`config.mk`:
```
export PLATFORM = sky130hd
export DESIGN_NAME = node_liveness_monitor_flat
export DESIGN_NICKNAME = d
export VERILOG_FILES = /design/src/design/nlm_pkg.sv /design/src/design/nlm_in_if.sv /design/src/design/nlm_out_if.sv /design/src/design/node_liveness_monitor.sv /design/src/flat_wrapper.sv
export SDC_FILE = /design/constraint.sdc
export NUM_CORES = 2
export LEC_CHECK = 0
export BUFFER_PORTS_ARGS = -buffer_cell sky130_fd_sc_hd__buf_2
export CELL_PAD_IN_SITES_DETAIL_PLACEMENT = 1
export CELL_PAD_IN_SITES_GLOBAL_PLACEMENT = 2
export CORE_ASPECT_RATIO = 0.75
export CORE_MARGIN = 1
export CORE_UTILIZATION = 49
export DETAILED_ROUTE_END_ITERATION = 8
export PLACE_DENSITY = 0.93
export SKIP_CTS_REPAIR_TIMING = 1
export SYNTH_ARGS = -nofsm -noshare
export SYNTH_HDL_FRONTEND = slang
export SYNTH_SLANG_ARGS = --single-unit
```
`constraint.sdc`:
```
create_clock -name clk -period 9.1 [get_ports clk]
set_input_delay 1.82 -clock clk [delete_from_list [all_inputs] [get_ports clk]]
set_output_delay 1.82 -clock clk [all_outputs]
set_load 0.05 [all_outputs]
```
`src/design/nlm_pkg.sv`:
```
// Node liveness monitor: shared types, codes and sizes.
// No dependencies; used by the top level and the testbench.
package nlm_pkg;

  localparam int TBL_DEPTH = 16;
  localparam int IDX_W     = (TBL_DEPTH > 1) ? $clog2(TBL_DEPTH) : 1;
  localparam int CNT_W     = $clog2(TBL_DEPTH + 1);
  localparam int CFG_AW    = 5;

  localparam logic [1:0] REQ_HB   = 2'd0;
  localparam logic [1:0] REQ_LIST = 2'd1;
  localparam logic [1:0] REQ_NET  = 2'd2;
  localparam logic [1:0] REQ_SEND = 2'd3;

  localparam logic [1:0] KIND_ENTRY = 2'd0;
  localparam logic [1:0] KIND_EMPTY = 2'd1;
  localparam logic [1:0] KIND_CONN  = 2'd2;
  localparam logic [1:0] KIND_SEND  = 2'd3;

  localparam logic [1:0] LINK_WIFI = 2'd0;
  localparam logic [1:0] LINK_MESH = 2'd1;
  localparam logic [1:0] LINK_DISC = 2'd2;

  localparam logic [7:0] STATUS_OK   = 8'd0;
  localparam logic [7:0] STATUS_LOST = 8'd1;

  localparam logic [2:0] REG_OWN_ID  = 3'd0;
  localparam logic [2:0] REG_MESH_TO = 3'd1;
  localparam logic [2:0] REG_WIFI_TO = 3'd2;
  localparam logic [2:0] REG_SEND_TO = 3'd3;
  localparam logic [2:0] REG_RECV_TO = 3'd4;

  typedef struct packed {
    logic [15:0] node_id;
    logic [7:0]  status;
    logic        via_mesh;
    logic [31:0] stamp;
  } tbl_entry_t;

  typedef struct packed {
    logic [1:0]  result_kind;
    logic [15:0] entry_node_id;
    logic [7:0]  entry_status;
    logic        entry_via_mesh;
    logic [31:0] entry_stamp_ms;
    logic [1:0]  link_state;
    logic        last_result;
  } result_t;

endpackage

```
`src/design/nlm_in_if.sv`:
```
// Input item channel of the node liveness monitor.
// Depends on nothing but plain logic types.
interface nlm_in_if;
  logic        valid;
  logic        ready;
  logic [1:0]  req_type;
  logic [31:0] now_ms;
  logic [15:0] node_id;
  logic        via_mesh;
  logic [7:0]  reported_status;

  modport source(output valid, req_type, now_ms, node_id, via_mesh, reported_status,
                 input ready);
  modport sink(input valid, req_type, now_ms, node_id, via_mesh, reported_status,
               output ready);
endinterface

```
`src/design/nlm_out_if.sv`:
```
// Result item channel of the node liveness monitor.
// Depends on nothing but plain logic types.
interface nlm_out_if;
  logic        valid;
  logic        ready;
  logic [1:0]  result_kind;
  logic [15:0] entry_node_id;
  logic [7:0]  entry_status;
  logic        entry_via_mesh;
  logic [31:0] entry_stamp_ms;
  logic [1:0]  link_state;
  logic        last_result;

  modport source(output valid, result_kind, entry_node_id, entry_status, entry_via_mesh,
                 entry_stamp_ms, link_state, last_result, input ready);
  modport sink(input valid, result_kind, entry_node_id, entry_status, entry_via_mesh,
               entry_stamp_ms, link_state, last_result, output ready);
endinterface

```
`src/design/node_liveness_monitor.sv`:
```
// Node liveness monitor top level: ordered node table in one RAM, link state, APB regs.
// Depends on nlm_pkg, nlm_in_if and nlm_out_if.
//
//   channel  | dir | handshake               | carries
//   in_ch    | in  | valid/ready             | request type, time, heartbeat fields
//   out_ch   | out | valid/ready             | table entry / marker / link / send item
//   apb      | in  | psel/penable, pready=1  | five config registers at 4*i
//
// Heartbeat: a compaction scan through the table RAM, then the append; a second
//   scan pass comes first when the table is full and the front entry is evicted.
// List tick: per entry, a RAM read, then age check, write back and emit (emit waits for a free output).
// Reset is synchronous; table RAM is not cleared.
// A stalled output holds the result register; input is taken in idle when it can drain.
module node_liveness_monitor import nlm_pkg::*; (
  input  logic              clk,
  input  logic              rst_n,
  nlm_in_if.sink            in_ch,
  nlm_out_if.source         out_ch,
  input  logic              psel,
  input  logic              penable,
  input  logic              pwrite,
  input  logic [CFG_AW-1:0] paddr,
  input  logic [31:0]       pwdata,
  output logic [31:0]       prdata,
  output logic              pready
);

  typedef enum logic [4:0] {
    ST_IDLE    = 5'b00001,
    ST_SCAN    = 5'b00010,
    ST_APPEND  = 5'b00100,
    ST_LT_RD   = 5'b01000,
    ST_LT_DATA = 5'b10000
  } state_t;

  localparam logic [CNT_W-1:0] DEPTH_C = CNT_W'(TBL_DEPTH);

  state_t           state_r, state_nxt;
  logic [CNT_W-1:0] cnt_r, cnt_nxt;
  logic [CNT_W-1:0] rd_r, rd_nxt;
  logic [CNT_W-1:0] w_r, w_nxt;
  logic             pend_r, pend_nxt;
  logic             shift_r, shift_nxt;
  tbl_entry_t       hb_r, hb_nxt;
  logic [31:0]      lt_now_r, lt_now_nxt;
  logic [31:0]      last_rx_r, last_rx_nxt;
  logic             rx_seen_r, rx_seen_nxt;
  logic [31:0]      last_tx_r, last_tx_nxt;
  logic             tx_seen_r, tx_seen_nxt;
  logic [1:0]       link_r, link_nxt;
  logic             out_valid_r, out_valid_nxt;
  result_t          out_r, out_nxt;

  logic [15:0] own_id_r;
  logic [31:0] mesh_to_r, wifi_to_r, send_to_r, recv_to_r;

  tbl_entry_t mem [TBL_DEPTH];
  tbl_entry_t rdata_r;
  logic       we, re;
  logic [IDX_W-1:0] waddr, raddr;
  tbl_entry_t wdata;

  logic             out_free, in_acc;
  logic [CNT_W-1:0] limit, rd_inc;
  logic [31:0]      age, lim;
  tbl_entry_t       upd;
  logic [1:0]       link_n;
  logic             cfg_wr;

  assign out_free    = !out_valid_r || out_ch.ready;
  assign in_ch.ready = (state_r == ST_IDLE) && out_free;
  assign in_acc      = in_ch.valid && in_ch.ready;
  assign limit       = shift_r ? DEPTH_C : cnt_r;
  assign rd_inc      = CNT_W'(rd_r + 1'b1);

  // age check of the entry just read for a list tick
  always_comb begin
    age = lt_now_r - rdata_r.stamp;
    lim = rdata_r.via_mesh ? mesh_to_r : wifi_to_r;
    upd = rdata_r;
    if (rdata_r.status != STATUS_LOST && age > lim) begin
      upd.status = STATUS_LOST;
    end
  end

  always_comb begin
    if (in_ch.now_ms - last_tx_r >= send_to_r) begin
      link_n = LINK_DISC;
    end else if (in_ch.now_ms - last_rx_r >= recv_to_r) begin
      link_n = LINK_MESH;
    end else begin
      link_n = LINK_WIFI;
    end
  end

  always_comb begin
    state_nxt     = state_r;
    cnt_nxt       = cnt_r;
    rd_nxt        = rd_r;
    w_nxt         = w_r;
    pend_nxt      = pend_r;
    shift_nxt     = shift_r;
    hb_nxt        = hb_r;
    lt_now_nxt    = lt_now_r;
    last_rx_nxt   = last_rx_r;
    rx_seen_nxt   = rx_seen_r;
    last_tx_nxt   = last_tx_r;
    tx_seen_nxt   = tx_seen_r;
    link_nxt      = link_r;
    out_nxt       = out_r;
    out_valid_nxt = out_valid_r && !out_ch.ready;
    we            = 1'b0;
    re            = 1'b0;
    waddr         = w_r[IDX_W-1:0];
    raddr         = rd_r[IDX_W-1:0];
    wdata         = rdata_r;

    unique case (state_r)
      ST_IDLE: begin
        if (in_acc) begin
          unique case (in_ch.req_type)
            REQ_HB: begin
              hb_nxt    = '{node_id: in_ch.node_id, status: in_ch.reported_status,
                            via_mesh: in_ch.via_mesh, stamp: in_ch.now_ms};
              rd_nxt    = '0;
              w_nxt     = '0;
              pend_nxt  = 1'b0;
              shift_nxt = 1'b0;
              state_nxt = ST_SCAN;
            end
            REQ_LIST: begin
              lt_now_nxt = in_ch.now_ms;
              rd_nxt     = '0;
              if (cnt_r == '0) begin
                out_valid_nxt = 1'b1;
                out_nxt = '{result_kind: KIND_EMPTY, entry_node_id: '0, entry_status: '0,
                            entry_via_mesh: 1'b0, entry_stamp_ms: '0,
                            link_state: link_r, last_result: 1'b1};
              end else begin
                state_nxt = ST_LT_RD;
              end
            end
            REQ_NET: begin
              if (rx_seen_r && tx_seen_r) begin
                link_nxt      = link_n;
                out_valid_nxt = 1'b1;
                out_nxt = '{result_kind: KIND_CONN, entry_node_id: '0, entry_status: '0,
                            entry_via_mesh: 1'b0, entry_stamp_ms: '0,
                            link_state: link_n, last_result: 1'b1};
              end
            end
            REQ_SEND: begin
              if (link_r == LINK_WIFI) begin
                last_tx_nxt   = in_ch.now_ms;
                tx_seen_nxt   = 1'b1;
                out_valid_nxt = 1'b1;
                out_nxt = '{result_kind: KIND_SEND, entry_node_id: own_id_r,
                            entry_status: STATUS_OK, entry_via_mesh: 1'b0,
                            entry_stamp_ms: in_ch.now_ms, link_state: link_r,
                            last_result: 1'b1};
              end
            end
            default: ;
          endcase
        end
      end
      ST_SCAN: begin
        // read runs one entry ahead of the compacting write, so w never passes rd
        if (rd_r < limit) begin
          re       = 1'b1;
          rd_nxt   = rd_inc;
          pend_nxt = 1'b1;
        end else begin
          pend_nxt = 1'b0;
        end
        if (pend_r && (shift_r || rdata_r.node_id != hb_r.node_id)) begin
          we    = 1'b1;
          w_nxt = CNT_W'(w_r + 1'b1);
        end
        if (rd_r == limit && !pend_r) begin
          if (!shift_r && w_r == DEPTH_C) begin
            // full: second pass drops the front entry
            shift_nxt = 1'b1;
            rd_nxt    = CNT_W'(1);
            w_nxt     = '0;
          end else begin
            state_nxt = ST_APPEND;
          end
        end
      end
      ST_APPEND: begin
        we        = 1'b1;
        wdata     = hb_r;
        cnt_nxt   = CNT_W'(w_r + 1'b1);
        state_nxt = ST_IDLE;
        if (hb_r.node_id != own_id_r) begin
          last_rx_nxt = hb_r.stamp;
          rx_seen_nxt = 1'b1;
        end
      end
      ST_LT_RD: begin
        re        = 1'b1;
        state_nxt = ST_LT_DATA;
      end
      ST_LT_DATA: begin
        if (out_free) begin
          we            = 1'b1;
          waddr         = rd_r[IDX_W-1:0];
          wdata         = upd;
          out_valid_nxt = 1'b1;
          out_nxt = '{result_kind: KIND_ENTRY, entry_node_id: upd.node_id,
                      entry_status: upd.status, entry_via_mesh: upd.via_mesh,
                      entry_stamp_ms: upd.stamp, link_state: link_r,
                      last_result: rd_inc == cnt_r};
          rd_nxt    = rd_inc;
          state_nxt = (rd_inc == cnt_r) ? ST_IDLE : ST_LT_RD;
        end
      end
      default: state_nxt = ST_IDLE;
    endcase
  end

  always_ff @(posedge clk) begin
    if (we) begin
      mem[waddr] <= wdata;
    end
    if (re) begin
      rdata_r <= mem[raddr];
    end
  end

  always_ff @(posedge clk) begin
    if (!rst_n) begin
      state_r     <= ST_IDLE;
      cnt_r       <= '0;
      pend_r      <= 1'b0;
      shift_r     <= 1'b0;
      last_rx_r   <= '0;
      rx_seen_r   <= 1'b0;
      last_tx_r   <= '0;
      tx_seen_r   <= 1'b0;
      link_r      <= LINK_WIFI;
      out_valid_r <= 1'b0;
    end else begin
      state_r     <= state_nxt;
      cnt_r       <= cnt_nxt;
      pend_r      <= pend_nxt;
      shift_r     <= shift_nxt;
      last_rx_r   <= last_rx_nxt;
      rx_seen_r   <= rx_seen_nxt;
      last_tx_r   <= last_tx_nxt;
      tx_seen_r   <= tx_seen_nxt;
      link_r      <= link_nxt;
      out_valid_r <= out_valid_nxt;
    end
  end

  always_ff @(posedge clk) begin
    rd_r     <= rd_nxt;
    w_r      <= w_nxt;
    hb_r     <= hb_nxt;
    lt_now_r <= lt_now_nxt;
    out_r    <= out_nxt;
  end

  // configuration registers
  assign cfg_wr = psel && penable && pwrite;
  assign pready = 1'b1;

  always_ff @(posedge clk) begin
    if (!rst_n) begin
      own_id_r  <= 16'd1;
      mesh_to_r <= 32'd5000;
      wifi_to_r <= 32'd2000;
      send_to_r <= 32'd30000;
      recv_to_r <= 32'd5000;
    end else if (cfg_wr) begin
      unique case (paddr[CFG_AW-1:2])
        REG_OWN_ID:  own_id_r  <= pwdata[15:0];
        REG_MESH_TO: mesh_to_r <= pwdata;
        REG_WIFI_TO: wifi_to_r <= pwdata;
        REG_SEND_TO: send_to_r <= pwdata;
        REG_RECV_TO: recv_to_r <= pwdata;
        default: ;
      endcase
    end
  end

  always_comb begin
    unique case (paddr[CFG_AW-1:2])
      REG_OWN_ID:  prdata = {16'd0, own_id_r};
      REG_MESH_TO: prdata = mesh_to_r;
      REG_WIFI_TO: prdata = wifi_to_r;
      REG_SEND_TO: prdata = send_to_r;
      REG_RECV_TO: prdata = recv_to_r;
      default:     prdata = '0;
    endcase
  end

  assign out_ch.valid          = out_valid_r;
  assign out_ch.result_kind    = out_r.result_kind;
  assign out_ch.entry_node_id  = out_r.entry_node_id;
  assign out_ch.entry_status   = out_r.entry_status;
  assign out_ch.entry_via_mesh = out_r.entry_via_mesh;
  assign out_ch.entry_stamp_ms = out_r.entry_stamp_ms;
  assign out_ch.link_state     = out_r.link_state;
  assign out_ch.last_result    = out_r.last_result;

  a_cnt_bound: assert property (@(posedge clk) disable iff (!rst_n)
    cnt_r <= DEPTH_C) else $error("table count above depth");

  a_scan_order: assert property (@(posedge clk) disable iff (!rst_n)
    (state_r == ST_SCAN && !shift_r) |-> w_r <= rd_r)
    else $error("compaction write passed read pointer");

  a_lt_entry: assert property (@(posedge clk) disable iff (!rst_n)
    (state_r == ST_LT_DATA) |-> ($past(state_r) == ST_LT_RD || $past(state_r) == ST_LT_DATA))
    else $error("list data state without a read");

  a_lt_range: assert property (@(posedge clk) disable iff (!rst_n)
    (state_r == ST_LT_RD) |-> rd_r < cnt_r)
    else $error("list read beyond table count");

endmodule

```
`src/flat_wrapper.sv`:
```
// flat-port wrapper written by rule: the top's interface ports become plain ports
module node_liveness_monitor_flat import nlm_pkg::*;
  (clk, rst_n, psel, penable, pwrite, paddr, pwdata, prdata, pready, in_ch_valid, in_ch_req_type, in_ch_now_ms, in_ch_node_id, in_ch_via_mesh, in_ch_reported_status, in_ch_ready, out_ch_valid, out_ch_result_kind, out_ch_entry_node_id, out_ch_entry_status, out_ch_entry_via_mesh, out_ch_entry_stamp_ms, out_ch_link_state, out_ch_last_result, out_ch_ready);
  nlm_in_if in_ch_i ();
  nlm_out_if out_ch_i ();
  input  logic clk;
  input  logic rst_n;
  input  logic psel;
  input  logic penable;
  input  logic pwrite;
  input  logic [CFG_AW-1:0] paddr;
  input  logic [31:0] pwdata;
  output logic [31:0] prdata;
  output logic pready;
  input wire logic [$bits(in_ch_i.valid)-1:0] in_ch_valid;
  input wire logic [$bits(in_ch_i.req_type)-1:0] in_ch_req_type;
  input wire logic [$bits(in_ch_i.now_ms)-1:0] in_ch_now_ms;
  input wire logic [$bits(in_ch_i.node_id)-1:0] in_ch_node_id;
  input wire logic [$bits(in_ch_i.via_mesh)-1:0] in_ch_via_mesh;
  input wire logic [$bits(in_ch_i.reported_status)-1:0] in_ch_reported_status;
  output wire logic [$bits(in_ch_i.ready)-1:0] in_ch_ready;
  output wire logic [$bits(out_ch_i.valid)-1:0] out_ch_valid;
  output wire logic [$bits(out_ch_i.result_kind)-1:0] out_ch_result_kind;
  output wire logic [$bits(out_ch_i.entry_node_id)-1:0] out_ch_entry_node_id;
  output wire logic [$bits(out_ch_i.entry_status)-1:0] out_ch_entry_status;
  output wire logic [$bits(out_ch_i.entry_via_mesh)-1:0] out_ch_entry_via_mesh;
  output wire logic [$bits(out_ch_i.entry_stamp_ms)-1:0] out_ch_entry_stamp_ms;
  output wire logic [$bits(out_ch_i.link_state)-1:0] out_ch_link_state;
  output wire logic [$bits(out_ch_i.last_result)-1:0] out_ch_last_result;
  input wire logic [$bits(out_ch_i.ready)-1:0] out_ch_ready;
  assign in_ch_i.valid = in_ch_valid;
  assign in_ch_i.req_type = in_ch_req_type;
  assign in_ch_i.now_ms = in_ch_now_ms;
  assign in_ch_i.node_id = in_ch_node_id;
  assign in_ch_i.via_mesh = in_ch_via_mesh;
  assign in_ch_i.reported_status = in_ch_reported_status;
  assign in_ch_ready = in_ch_i.ready;
  assign out_ch_valid = out_ch_i.valid;
  assign out_ch_result_kind = out_ch_i.result_kind;
  assign out_ch_entry_node_id = out_ch_i.entry_node_id;
  assign out_ch_entry_status = out_ch_i.entry_status;
  assign out_ch_entry_via_mesh = out_ch_i.entry_via_mesh;
  assign out_ch_entry_stamp_ms = out_ch_i.entry_stamp_ms;
  assign out_ch_link_state = out_ch_i.link_state;
  assign out_ch_last_result = out_ch_i.last_result;
  assign out_ch_i.ready = out_ch_ready;
  node_liveness_monitor u_core (.clk(clk), .rst_n(rst_n), .in_ch(in_ch_i), .out_ch(out_ch_i), .psel(psel), .penable(penable), .pwrite(pwrite), .paddr(paddr), .pwdata(pwdata), .prdata(prdata), .pready(pready));
endmodule
```
# Yosys cells after proc, flatten, opt, wreduce, memory -nomap -nowiden
# Memories as Yosys holds them, arrays and structs flattened. A register that Yosys moved wholly into a read port is not among the register bits.
# Cells that the tools add are included.
# word_totals
memories,1
output_inout_bits,97
ram_bits,912
in_bits,103
register_bits,386
# classes
n_eq_ne,31
add_sub_neg,5
n_lt_le_gt_ge,4
muxes,58
n_reduce_logical,39
# mem_list
memory,depth,width,read_ports,rd_ports_with_merged_regs,write_ports,line_no,source
u_core.mem,16,57,1,1,1,node_liveness_monitor.sv:57,tbl_entry_t mem [TBL_DEPTH];
# ops
op,count
two-way mux 62 bit,5
case mux 62 bit (3 select lines),1
case mux 32 bit (5 select lines),1
case mux 62 bit (2 select lines),1
case mux 57 bit (2 select lines),1
subtractor 32 bit,3
two-way mux 5 bit,17
greater-or-equal comparator 32 bit,2
two-way mux 41 bit,1
> comparator 32 bit,1
two-way mux 32 bit,1
!= test 16 bit,2
case mux 5 bit (2 select lines),2
case mux 5 bit (4 select lines),1
two-way mux 1 bit,15
!= test 3 bit (second input constant),5
case mux 5 bit (3 select lines),1
two-way mux 4 bit,3
AND reduction 2 bit,6
AND reduction 4 bit,3
adder 5 x 1 -> 5 bit (second input constant),2
equality test 5 bit,2
equality test 5 bit (second input constant),2
logical AND 1 bit,10
30 further kinds,49

# Depth between registers and ports, before layout
# depth
depth_word,8
depth_mapped,23

# Least setup slack after synthesis
# No wires, ideal clock.
# synth_path
path_kind,input port to flip-flop
from,input port out_ch_ready
to,register u_core.hb_r[0] in the netlist's numbering (enable)
t_arrival_ps,6123
setup_slack_ps,2433
t_required_ps,8556
stages,3
path_cell_list,nand2b_1 > nand4_1 > nor3_1
# synth_between
elab_chain_len,4
# synth_lines
element,line_no,source
from (decl),flat_wrapper.sv:30,input wire logic [$bits(out_ch_i.ready)-1:0] out_ch_ready;
logical OR 1 bit,node_liveness_monitor.sv:70,assign out_free = !out_valid_r || out_ch.ready;
logical AND 1 bit,node_liveness_monitor.sv:71,assign in_ch.ready = (state_r == ST_IDLE) && out_free;
logical AND 1 bit,node_liveness_monitor.sv:72,assign in_acc = in_ch.valid && in_ch.ready;
AND reduction 3 bit (no line),--,
to (signal assigned),node_liveness_monitor.sv:261,hb_r <= hb_nxt;
to (decl),node_liveness_monitor.sv:44,"tbl_entry_t hb_r, hb_nxt;"
# No other way between the ends.
# A chain may end at the register's enable or synchronous reset.

==> parameters.txt <==
Parameter                              Value

Routing
  Detail-routed via count per cell ... approximately 6.4
  Number of DRC violations after detailed-routing iteration 0 ... between 4,000 and 5,000
  Routed length per placed instance ... ~31 um
  Total via count after detailed routing ... 39,030
  Number of detailed-routing iterations run before antenna repair ... 6
  Post-route DRC violation count ... 0
  Total Routed Length ... 191,000 um
  Number of nets still failing antenna checks after routing ... 0

Global routing
  Initial antenna violation count ... 8
  Maximum number of pins on one net before global-route repair ... about 130
  First-pass GRT wire length ... 275,700 um
  Number of global-route vias before repair ... 39,410
  Grt ovf ... 0
  All-Layer GR Usage ... 30.88%

Yosys
  Number of enable flip-flop cells after synthesis ... approximately 1,100
  Cell types occupying the most area after synthesis ... edfxtp_1, mux4_2, dfxtp_1, ha_1, nand2_1
  Synthesized Nets ... 4,480
  Average cell area after synthesis ... between 10 and 15 sq um
  Distinct cell type count of the synthesized netlist ... 94
  Leading area contributor after synthesis ... edfxtp_1
  Most used DFF post-synth ... edfxtp_1
  Syn Inst Count ... 4,177
  Top-area cell type share of the netlist area ... roughly 57%
  Seq cells post-synth ... roughly 1,400
  Yosys warnings ... 0
  Fraction of registers with async set/reset ... 0%
  Part of the Yosys area used for sequential elements ... between 60 and 70%
  Synth Cell Area ... 59,840 sq um
  Most repeated cell in the gate-level netlist after synthesis ... edfxtp_1
  Top post-synthesis cells by count ... edfxtp_1, nand2_1, mux4_2

Clock network
  Clock tree from TritonCTS ... built
  Maximum buffer depth of the clock tree ... 3
  Clock root buffer ... clkbuf_16
  Worst-skew pair later-pin latency ... 790 ps
  Total number of clock tree sinks ... between 1,000 and 1,500
  CTS H-Tree Depth ... 4
  Clock slew seen by the registers of the worst setup and hold paths ... 60 ps
  Total clock buffers created by CTS ... around 140

Worst setup path
  R2r endpoint ... u_core.mem[11][33]$_DFFE_PP_
  Source of the worst register-to-register timing path ... u_core.rdata_r[0]$_DFFE_PP_
  Worst reg2reg path depth ... 19
  Startpoint class of the critical path ... register
  Worst Setup Path Type ... register to register
  Capturing element type of the critical path ... register
  Highest fanout seen on the critical path ... 16
  Worst path arrival time ... 8090 ps
  FF-to-FF setup slack ... 1500 ps
  Critical Path RT ... approximately 9600 ps

Pwr
  P per Cell Area ... approximately 210 nW/um^2
  Max VDD drop ... 0.2071 mV
  Static Leakage ... 22.75 nW

Hold path
  Hold Crit Depth ... 2
  Source of the worst hold timing path ... u_core.last_tx_r[25]$_SDFFE_PN0P_
  Worst Hold End ... u_core.last_tx_r[25]$_SDFFE_PN0P_
  Worst Hold Class ... register to register

Floorplanning
  Initial Utilization ... 49.63%
  Placeable Area ... roughly 120,000 sq um
  Number of cell rows ... 110
  Number of top-level pins ... 200
  Die footprint ... 123,500 sq um
  Die boundary width ... 405.5 um
  Chip Height ... 304.6 um

Final layout
  Layout Cell Area excl Fill ... 67,270 sq um
  Number of fill cells ... 11,660
  Ratio of cells with drive above 1 in the final layout ... 18.64%
  Synthesis-to-finish area growth ... 12.41%
  Number of nets in the finished design ... approximately 4,700

Timing
  Transition time at the pin with the least slew margin ... 1289 ps
  Crit share post-route ... ~84%
  Final Skew ... around 31 ps
  Setup repair after global routing missed its margin ... false
  Rel. slew slack ... 14.05%
  Max Clock Freq ... about 130 MHz
  TNS Setup ... 0 ps
  Count of endpoints failing setup in the final report ... 0
  Final min period ... 7601 ps
  Count of final max-slew check failures ... 0
  Number of endpoints with negative hold slack in the final report ... 0

Flow run
  Number of violations of the max-capacitance limit ... 0

Placement
  Final RePlAce weighted congestion ... 0.9296
  HPWL after detailed placement ... 120,600 um
  Placement-stage cell area ... roughly 63,000 sq um
  Count of port buffers added during placement ... slightly below 200

Outcome
  Status ... finished clean
## state kept, by name, indices dropped and copies added (netlist names), 8 cells and up
register	flops
u_core.mesh_to_r	32
u_core.out_ch.entry_status	8
u_core.own_id_r	16
u_core.last_rx_r	32
u_core.send_to_r	32
u_core.mem	912
u_core.rdata_r	57
u_core.recv_to_r	32
u_core.hb_r	57
u_core.out_ch.entry_node_id	16
u_core.last_tx_r	32
u_core.wifi_to_r	32
u_core.lt_now_r	32
u_core.out_ch.entry_stamp_ms	32
## power by group
part	leakage [nW]	switching [mW]	internal (mW)
clock	2.13	2.50	3.14
sequential	12.0	0.0699	6.79
combinational	8.59	0.930	0.497
total	22.8	3.50	10.4
## final cells by class
class	instances	area, sq um	share of cell area, %
Tap cell	1624	2032	3.021
Clock inverter	69	680.7	1.012
Multi-Input combinational cell	2420	20020	29.76
Sequential cell	1355	38440	57.14
Clock buffer	179	3719	5.528
Inverter	196	740.7	1.101
Antenna cell	2	5.005	0.007440
Timing Repair Buffer	281	1632	2.425
## metrics by stage
stage | hold WS, ps | total power [mW] | util, % | setup slack, ps | instances
6_report | 454.2 | 13.93 | 55.79 | 1499 | 6126
5_1_grt | 473.2 | 14.26 | 55.79 | 1215 | 6124
4_1_cts | 456.6 | 13.96 | 55.79 | 1841 | 6124
3_5_place_dp | 449.1 | 8.382 | 52.14 | 1927 | 5876
3_3_place_gp | 441.7 | 8.328 | 52.14 | 2114 | 5876
2_1_floorplan | 436.3 | 7.937 | - | 2433 | 4177
## placed cells by master (no fill, tap or decap), types with 17 or more instances in the layout
cell type and count:
nor4_1 17, edfxtp_1 1130, dfxtp_1 225, xnor2_1 80, nand2b_1 23, nor2_1 141
xor2_1 43, nand2_1 564, buf_2 196, clkbuf_1 31, mux2i_1 65, o211ai_1 22
clkbuf_16 139, mux2_2 18, nand3_1 85, clkinv_2 17, a21oi_1 271, inv_1 195
a21o_1 74, buf_4 84, a211oi_1 18, nor3_1 28, nand4_1 33, o22ai_1 18
mux4_2 285, a22oi_1 65, clkinv_1 24, nor2_4 18, o21a_1 24, ha_1 197
nor2b_1 25, o21ai_0 120
## worst max-delay path, stage by stage, from the launching register on
cell and delay (ps):
edfxtp_1 420, ha_1 240, inv_1 70, fa_1 200, a21oi_1 100, o21ai_0 560
a211oi_2 230, o31ai_2 530, a22oi_2 230, a211oi_1 410, a221o_1 230, a21oi_1 70
xnor2_1 680, ha_1 250, nand4_1 170, nor4_1 520, o21ai_0 240, a211oi_1 960
and2_1 600, nand3b_1 570
## logic make-up after synthesis
family / Yosys count / synth area share (%)
buffers and inverters: 402 / 2.591
other: 1 / 0.006267
AO/OA/AOI/OAI: 715 / 7.517
AND/OR/NAND/NOR: 1013 / 7.479
multiplexers: 368 / 12.15
flip-flops: 1355 / 64.23
XOR/XNOR: 123 / 1.800
adder cells (fa/ha/maj): 200 / 4.220
## layer usage
| metal | share of wire (%) | global-route usage, % | wire length [um] |
|---|---|---|---|
| met5 | 0.017 | 0 | 32 |
| met3 | 9.5 | 6.250 | 18090 |
| met1 | 42 | 44.52 | 80000 |
| met4 | 2.6 | 8.969 | 4879 |
| met2 | 46 | 47.59 | 88000 |
## how the worst max path moves through the flow
stage | start | end
detailed placement | in_ch_now_ms[0] | u_core.out_ch.link_state[0]$_DFFE_PP_
floorplan | out_ch_ready | u_core.hb_r[0]$_DFFE_PP_
CTS | u_core.rdata_r[0]$_DFFE_PP_ | u_core.mem[13][33]$_DFFE_PP_
global placement | in_ch_now_ms[0] | u_core.out_ch.link_state[0]$_DFFE_PP_
global route | u_core.rdata_r[0]$_DFFE_PP_ | u_core.mem[13][33]$_DFFE_PP_
finish | u_core.rdata_r[0]$_DFFE_PP_ | u_core.mem[11][33]$_DFFE_PP_
(Power assumes the default switching activity.)
